`config.mk`:
```
export PLATFORM = sky130hd
export DESIGN_NAME = spectrum_decay_peak_hold_core
export DESIGN_NICKNAME = d
export VERILOG_FILES = /design/src/rtl/core/sdph_pkg.sv /design/src/rtl/core/spectrum_decay_peak_hold_core.sv /design/src/rtl/core/sdph_store.sv /design/src/rtl/core/sdph_sweep.sv
export SDC_FILE = /design/constraint.sdc
export NUM_CORES = 2
export LEC_CHECK = 0
export ABC_AREA = 1
export BUFFER_PORTS_ARGS = -buffer_cell sky130_fd_sc_hd__buf_2
export CORE_MARGIN = 2
export CORE_UTILIZATION = 60
export DETAILED_ROUTE_END_ITERATION = 8
export MAX_ROUTING_LAYER = met4
export PLACE_DENSITY_LB_ADDON = 0.12
export REMOVE_ABC_BUFFERS = 1
export SLEW_MARGIN = 20
export SYNTH_ARGS = -nofsm -noshare
export SYNTH_HDL_FRONTEND = slang
export SYNTH_HIERARCHICAL = 1
export SYNTH_SLANG_ARGS = --single-unit
export TNS_END_PERCENT = 1
```
`constraint.sdc`:
```
create_clock -name clk_i -period 10.01 [get_ports clk_i]
set_input_delay 1.001 -clock clk_i [delete_from_list [all_inputs] [get_ports clk_i]]
set_output_delay 1.001 -clock clk_i [all_outputs]
set_load 0.01 [all_outputs]
```
`src/rtl/core/sdph_pkg.sv`:
```
// Package: types, constants and the Wi-Fi lookup table of the peak-hold core
`timescale 1ns / 1ps
package sdph_pkg;

  localparam int NumChannelsDef = 126;
  localparam int ChW            = 7;
  localparam int LvlW           = 8;
  localparam int WifiW          = 4;
  localparam int PhaseW         = 2;
  localparam int WifiCount      = 14;
  localparam int LutDepth       = 2 ** ChW;

  localparam logic [LvlW-1:0] LevelMax   = 8'd255;
  localparam logic [LvlW-1:0] DecayReset = 8'd15;

  // Configuration register indexes
  localparam logic CfgEnable = 1'b0;
  localparam logic CfgDecay  = 1'b1;

  // Output tdata layout
  localparam int OutDataW = 32;

  // Centre channel of each Wi-Fi channel, entry 0 is Wi-Fi channel 1
  localparam logic [WifiCount-1:0][LvlW-1:0] WifiCentre = {
    8'd84, 8'd72, 8'd67, 8'd62, 8'd57, 8'd52, 8'd47,
    8'd42, 8'd37, 8'd32, 8'd27, 8'd22, 8'd17, 8'd12
  };

  typedef logic [LutDepth-1:0][WifiW-1:0] wifi_lut_t;

  typedef struct packed {
    logic             peak_drop;  // peak hold may fall this sweep
    logic             done;
    logic [LvlW-1:0]  sweep_max;
    logic [WifiW-1:0] wifi_channel;
  } sweep_status_t;

  // Nearest Wi-Fi channel per radio channel; strict compare keeps the lower one
  function automatic wifi_lut_t build_wifi_lut();
    wifi_lut_t       lut;
    logic [LvlW-1:0] best_gap;
    logic [LvlW-1:0] gap;
    logic [LvlW-1:0] chv;
    logic [WifiW-1:0] best;
    for (int c = 0; c < LutDepth; c++) begin
      best_gap = LevelMax;
      best     = '0;
      chv      = LvlW'(c);
      for (int i = 0; i < WifiCount; i++) begin
        gap = (chv >= WifiCentre[i]) ? chv - WifiCentre[i] : WifiCentre[i] - chv;
        if (gap < best_gap) begin
          best_gap = gap;
          best     = WifiW'(i + 1);
        end
      end
      lut[c] = best;
    end
    return lut;
  endfunction

  localparam wifi_lut_t WifiLut = build_wifi_lut();

endpackage

```
`src/rtl/core/spectrum_decay_peak_hold_core.sv`:
```
// Top level of the spectrum peak-hold core with per-channel decay
//
// Usage:
//   s_axis carries one detector sample per transaction: tdata[6:0] is the radio
//   channel, tdata[7] the detect bit. m_axis returns one result per sample taken
//   in: tdata[7:0] level, [15:8] peak hold, [23:16] sweep maximum, [27:24]
//   nearest Wi-Fi channel; tlast marks the last channel of a sweep.
//   Samples arriving while disabled, or for channels beyond the store, are
//   consumed and give no result.
//   The cfg port writes enable (index 0) and decay step (index 1); it is always
//   ready and should be used only while the core is idle.
//   Each sample passes the registered memory read, then the result register;
//   one sample per cycle is sustained while results are taken. The per-channel
//   read-modify-write runs from the registered memory read to the result
//   register, with the write forwarded when the next sample hits the same channel.
//   Reset clears both stores through per-entry valid bits, so samples are
//   taken from the first cycle after reset. When the receiver stalls, the
//   result is held and one further sample is kept in the core; s_axis_tready
//   drops until the result is taken.
`timescale 1ns / 1ps
module spectrum_decay_peak_hold_core #(
  parameter int NUM_CHANNELS = sdph_pkg::NumChannelsDef
) (
  input  logic                             clk_i,
  input  logic                             rst_ni,
  // configuration
  input  logic                             cfg_valid_i,
  output logic                             cfg_ready_o,
  input  logic                             cfg_addr_i,
  input  logic [sdph_pkg::LvlW-1:0]        cfg_data_i,
  // samples in
  input  logic                             s_axis_tvalid,
  output logic                             s_axis_tready,
  input  logic [7:0]                       s_axis_tdata,   // channel[6:0], detect[7]
  // results out
  output logic                             m_axis_tvalid,
  input  logic                             m_axis_tready,
  output logic [sdph_pkg::OutDataW-1:0]    m_axis_tdata,   // level, peak_hold,
                                                           // sweep_max, wifi_channel, 0
  output logic                             m_axis_tlast    // sweep_done
);
  import sdph_pkg::*;

  localparam int AW = (NUM_CHANNELS > 1) ? $clog2(NUM_CHANNELS) : 1;

  logic            enable_q;
  logic [LvlW-1:0] decay_q;

  logic [ChW-1:0]  in_ch;
  logic            in_det;
  logic            accept, take;

  logic            s1_valid_q;
  logic [ChW-1:0]  s1_ch_q;
  logic            s1_det_q;
  logic            s1_adv;

  logic [2*LvlW-1:0] rd_data;
  logic [LvlW-1:0]   lv_old, pk_old, lv_new, pk_new;
  sweep_status_t     sweep;

  logic                 m_valid_q;
  logic [OutDataW-1:0]  m_data_q;
  logic                 m_last_q;

  // configuration registers
  assign cfg_ready_o = 1'b1;

  always_ff @(posedge clk_i or negedge rst_ni) begin
    if (!rst_ni) begin
      enable_q <= 1'b0;
      decay_q  <= DecayReset;
    end else if (cfg_valid_i) begin
      unique case (cfg_addr_i)
        CfgEnable: enable_q <= cfg_data_i[0];
        CfgDecay:  decay_q  <= cfg_data_i;
        default:   ;
      endcase
    end
  end

  // input stage
  assign in_ch  = s_axis_tdata[ChW-1:0];
  assign in_det = s_axis_tdata[ChW];

  assign s1_adv        = s1_valid_q && (!m_valid_q || m_axis_tready);
  assign s_axis_tready = !s1_valid_q || s1_adv;
  assign accept        = s_axis_tvalid && s_axis_tready;
  assign take          = accept && enable_q && ({1'b0, in_ch} < (ChW + 1)'(NUM_CHANNELS));

  always_ff @(posedge clk_i or negedge rst_ni) begin
    if (!rst_ni) begin
      s1_valid_q <= 1'b0;
    end else if (s_axis_tready) begin
      s1_valid_q <= take;
    end
  end

  always_ff @(posedge clk_i) begin
    if (take) begin
      s1_ch_q  <= in_ch;
      s1_det_q <= in_det;
    end
  end

  sdph_store #(
    .NUM_CHANNELS (NUM_CHANNELS),
    .AW           (AW)
  ) u_store (
    .clk_i     (clk_i),
    .rst_ni    (rst_ni),
    .rd_en_i   (take),
    .rd_addr_i (in_ch[AW-1:0]),
    .rd_data_o (rd_data),
    .wr_en_i   (s1_adv),
    .wr_addr_i (s1_ch_q[AW-1:0]),
    .wr_data_i ({pk_new, lv_new})
  );

  // level and peak-hold update
  assign lv_old = rd_data[LvlW-1:0];
  assign pk_old = rd_data[2*LvlW-1:LvlW];

  always_comb begin
    if (s1_det_q) begin
      lv_new = LevelMax;
    end else if (lv_old > decay_q) begin
      lv_new = lv_old - decay_q;
    end else begin
      lv_new = '0;
    end

    if (lv_new > pk_old) begin
      pk_new = lv_new;
    end else if ((pk_old != '0) && sweep.peak_drop) begin
      pk_new = pk_old - LvlW'(1);
    end else begin
      pk_new = pk_old;
    end
  end

  sdph_sweep #(
    .NUM_CHANNELS (NUM_CHANNELS)
  ) u_sweep (
    .clk_i     (clk_i),
    .rst_ni    (rst_ni),
    .fire_i    (s1_adv),
    .channel_i (s1_ch_q),
    .level_i   (lv_new),
    .status_o  (sweep)
  );

  // result register
  always_ff @(posedge clk_i or negedge rst_ni) begin
    if (!rst_ni) begin
      m_valid_q <= 1'b0;
    end else if (s1_adv) begin
      m_valid_q <= 1'b1;
    end else if (m_axis_tready) begin
      m_valid_q <= 1'b0;
    end
  end

  always_ff @(posedge clk_i) begin
    if (s1_adv) begin
      m_data_q <= {4'b0, sweep.wifi_channel, sweep.sweep_max, pk_new, lv_new};
      m_last_q <= sweep.done;
    end
  end

  assign m_axis_tvalid = m_valid_q;
  assign m_axis_tdata  = m_data_q;
  assign m_axis_tlast  = m_last_q;

endmodule

```
`src/rtl/core/sdph_store.sv`:
```
// Per-channel level and peak-hold memory with valid bits and write forwarding
`timescale 1ns / 1ps
module sdph_store #(
  parameter int NUM_CHANNELS = sdph_pkg::NumChannelsDef,
  parameter int AW = (NUM_CHANNELS > 1) ? $clog2(NUM_CHANNELS) : 1
) (
  input  logic                         clk_i,
  input  logic                         rst_ni,
  input  logic                         rd_en_i,
  input  logic [AW-1:0]                rd_addr_i,
  output logic [2*sdph_pkg::LvlW-1:0]  rd_data_o,   // level [7:0], peak [15:8]
  input  logic                         wr_en_i,
  input  logic [AW-1:0]                wr_addr_i,
  input  logic [2*sdph_pkg::LvlW-1:0]  wr_data_i
);
  import sdph_pkg::*;

  localparam int DW = 2 * LvlW;

  logic [DW-1:0]           mem [NUM_CHANNELS];
  logic [NUM_CHANNELS-1:0] vld_q;
  logic [DW-1:0]           rd_data_q;
  logic                    rd_vld_q;
  logic                    fwd_q;
  logic [DW-1:0]           fwd_data_q;

  always_ff @(posedge clk_i) begin
    if (wr_en_i) begin
      mem[wr_addr_i] <= wr_data_i;
    end
    if (rd_en_i) begin
      rd_data_q  <= mem[rd_addr_i];
      fwd_data_q <= wr_data_i;
    end
  end

  always_ff @(posedge clk_i or negedge rst_ni) begin
    if (!rst_ni) begin
      vld_q    <= '0;
      rd_vld_q <= 1'b0;
      fwd_q    <= 1'b0;
    end else begin
      if (wr_en_i) begin
        vld_q[wr_addr_i] <= 1'b1;
      end
      if (rd_en_i) begin
        rd_vld_q <= vld_q[rd_addr_i];
        // same channel written at the read edge: the memory still returns old data
        fwd_q    <= wr_en_i && (wr_addr_i == rd_addr_i);
      end
    end
  end

  assign rd_data_o = fwd_q ? fwd_data_q : (rd_vld_q ? rd_data_q : '0);

endmodule

```
`src/rtl/core/sdph_sweep.sv`:
```
// Sweep tracking: running maximum, its channel, sweep phase and Wi-Fi lookup
`timescale 1ns / 1ps
module sdph_sweep #(
  parameter int NUM_CHANNELS = sdph_pkg::NumChannelsDef
) (
  input  logic                      clk_i,
  input  logic                      rst_ni,
  input  logic                      fire_i,
  input  logic [sdph_pkg::ChW-1:0]  channel_i,
  input  logic [sdph_pkg::LvlW-1:0] level_i,
  output sdph_pkg::sweep_status_t   status_o
);
  import sdph_pkg::*;

  localparam logic [ChW-1:0] LastCh = ChW'(NUM_CHANNELS - 1);

  logic [LvlW-1:0]   max_q, max_d, max_base;
  logic [ChW-1:0]    max_ch_q, max_ch_d, max_ch_base;
  logic [PhaseW-1:0] phase_q;
  logic              done;

  always_comb begin
    // channel 0 opens a new sweep
    max_base    = (channel_i == '0) ? '0 : max_q;
    max_ch_base = (channel_i == '0) ? '0 : max_ch_q;
    if (level_i > max_base) begin
      max_d    = level_i;
      max_ch_d = channel_i;
    end else begin
      max_d    = max_base;
      max_ch_d = max_ch_base;
    end
  end

  assign done = (channel_i == LastCh);

  always_ff @(posedge clk_i or negedge rst_ni) begin
    if (!rst_ni) begin
      max_q    <= '0;
      max_ch_q <= '0;
      phase_q  <= '0;
    end else if (fire_i) begin
      max_q    <= max_d;
      max_ch_q <= max_ch_d;
      if (done) begin
        phase_q <= phase_q + PhaseW'(1);
      end
    end
  end

  assign status_o.peak_drop    = (phase_q == '0);
  assign status_o.done         = done;
  assign status_o.sweep_max    = done ? max_d : '0;
  assign status_o.wifi_channel = done ? WifiLut[max_ch_d] : '0;

endmodule

```
==> metrics.txt <==
status finished, final reports clean; dpl cell area 92900 um^2; DRC viols 0; class of the worst hold path input pin to asynchronous set/reset pin; worst-path fanout max 67; met2 usage 50.0%; Worst-Margin Slew 1170 ps; post-CTS sizing 0; Syn Area/Cell 12.3 um^2; worst stage delay on the critical path 790 ps; I/O Pins 58; endpoints failing setup 0; final count of pins violating max slew 0; layout cells sized above 1 10.0%; HPWL after detailed placement 129000 um; worst clock skew 32.4 ps; Crit Path Category flop to flop; worst slack, placed 3800 ps; Crit. End Element flop; Yosys warnings 6; chip width 393 um; cell area after layout 99900 um^2; H-tree level count 4; Most Crowded Layer GR met2; nets@finish 7407; fin crit share 62.2%; crit path time final 6230 ps; grt met3 use 6.75%; setup TNS 0 ps; root buffer cell clkbuf_16; CTS clk-pin slew, worst paths 60 ps; Initial DRT Pass Iterations 7; Max Cap Violations 0; CTS tree yes; # hold bufs at CTS 0; Cells after Synth 7394; Max Clk Rate 161 MHz; fillers 10900; power density cells 213 nW/um^2; largest net degree at the start of global routing 245; area of the mapped netlist 90800 um^2; vias 60900; Cell variety after synth 50; GRT Util Overall 33.6%; Leakage 34.7 nW; vias in the first global route 57200; R2R depth 28; Placer Congestion 0.906; Total Die Area 154000 um^2; Clk Latency, worst-skew pair 840 ps; Routed Antenna Nets 0; Post-CTS Repair Setup Buffers 0; VDD IR max 0.183 mV; most used cell, CP nand2_1; CTS sink count 2241; initial antenna violation count 6; post-route setup slack 3780 ps; reg2reg setup slack 3780 ps; first-pass GRT wire length 371000 um; Die Ht 393 um; total gr overflow 0; Total Wirelength 252000 um; TritonCTS buffer count 218; Layout Area Growth over Synthesis 10.0%; met1 Use GR 47.0%; slowest stage cell, crit path buf_4; Max clock buf depth 3; Power Total 21.3 mW; Seq cells post-synth 2241; sequential area share after synthesis 73.2%; multi-input logic area 21400 um^2; dpl cells 9153; Avg WL per Cell 26.3 um; Site Rows 142; Via density 6.36; headroom to the max-slew limit 22.0%; Reg area 66500 um^2; unrepaired setup endpoints after global routing false; Starting Density 60.5%; Final Hold Fails 0; Layout Cells excl Fill 9567; IO Port Bufs 52; Initial DRC Count 8619; crit path DAT 6780 ps; core area 150000 um^2; Worst EP required 10570 ps; Critical Path Start Type flop
final timing paths:
path | to | from
worst max-delay path | m_axis_tdata[26]$_DFFE_PP_ | u_store/fwd_q$_DFFE_PN0P_
worst min-delay path | u_store/vld_q[53]$_DFFE_PN0P_ | rst_ni
worst max register to register | m_axis_tdata[26]$_DFFE_PP_ | u_store/fwd_q$_DFFE_PN0P_
worst min register to register | u_store/vld_q[125]$_DFFE_PN0P_ | u_store/vld_q[125]$_DFFE_PN0P_
max in group asynchronous | u_store/vld_q[89]$_DFFE_PN0P_ | rst_ni
min in group clk_i | enable_q$_DFFE_PN0P_ | cfg_valid_i
cells by family (layout without fill, tap and decap cells):
group	after synthesis	after routing	share of synthesized area, %
XOR/XNOR	9	9	0.0868
adder cells (fa/ha/maj)	28	28	0.394
AO/OA/AOI/OAI	1552	1552	9.26
flip-flops	2241	2241	73.2
buffers and inverters	647	799	3.43
other	2	7	0.00827
AND/OR/NAND/NOR	2914	2914	13.6
multiplexers	1	1	0.0110
stage by stage:
stage	util, %	hold slack (ps)
floorplan	-	427
global placement	61.9	437
detailed placement	61.9	445
CTS	66.6	156
global route	66.6	190
finish	66.6	173
synth_stat cells, drive strengths merged:
cell type / number / share of area, %
o21a: 2 / 0.017
edfxtp: 2085 / 69
o221ai: 3 / 0.029
nor2: 1086 / 4.5
xor2: 8 / 0.077
a31oi: 2 / 0.014
nand4: 8 / 0.079
xnor2: 1 / 0.0096
mux2i: 1 / 0.011
a21oi: 90 / 0.51
o211ai: 3 / 0.025
a21o: 1 / 0.0083
or2: 122 / 0.84
nor4: 1 / 0.0069
o2111ai: 1 / 0.0096
clkinv: 3 / 0.012
clkbuf: 236 / 0.99
nand2: 977 / 4.1
dfstp: 4 / 0.12
o21ai: 1000 / 5.5
nor3: 8 / 0.044
buf: 264 / 1.8
o21bai: 1 / 0.012
fa: 1 / 0.022
conb: 2 / 0.0083
inv: 144 / 0.60
o41ai: 1 / 0.0096
nand3: 712 / 4.0
ha: 27 / 0.37
dfrtp: 152 / 4.2
o22ai: 448 / 3.1
layout make-up:
class                      count  area share [%]
multi-input combinational   4509            21.4
clock buffer                 306            6.01
sequential                  2241            66.6
tap                         2016            2.52
inverter                     147           0.588
clock inverter               106            1.01
antenna                        2         0.00501
timing repair buffer         240            1.90
report_power, final:
part	switching [mW]	internal (mW)	total, mW
registers	0.0782	10.9	11.0
logic	1.75	0.515	2.26
clock network	3.46	4.57	8.03
total	5.28	16.0	21.3
critical path: cells and delay by family (launching register included):
family	cells	cell delay [ps]
compound gates	3	470
flops	1	610
simple gates	17	1770
buf+inv	5	2060
fa+ha+maj	3	1010
cells in the final DEF, fill, tap and decap left out, drive strengths merged, types with 2 or more instances in the layout:
master    count
diode         2
inv         153
a21oi        90
nor3          8
o221ai        3
buf         239
edfxtp     2085
clkbuf      307
o21a          2
bufinv       15
o22ai       448
clkinv       82
nand2       977
nor2       1086
clkinvlp      3
a31oi         2
o211ai        3
nand3       712
conb          5
or2         122
ha           27
nand4         8
xor2          8
dfrtp       152
o21ai      1000
dfstp         4
flip-flops by register name, summed over array words and instances, names as in the netlist:
register,cells
u_store/mem,2016
u_store/vld_q,126
m_axis_tdata,28
u_store/fwd_data_q,16
u_store/rd_data_q,16
decay_q,8
u_sweep/max_q,8
s1_ch_q,7
u_sweep/max_ch_q,7
u_sweep/phase_q,2
enable_q,1
m_axis_tlast,1
m_axis_tvalid,1
s1_det_q,1
s1_valid_q,1
u_store/fwd_q,1
u_store/rd_vld_q,1
routing by layer:
metal	vias up	wire length (um)
met5	-	0
met4	0	8400
met1	30100	99900
met3	555	27900
li1	26700	-
met2	3491	116000
Power figures use the tool's default switching activity.
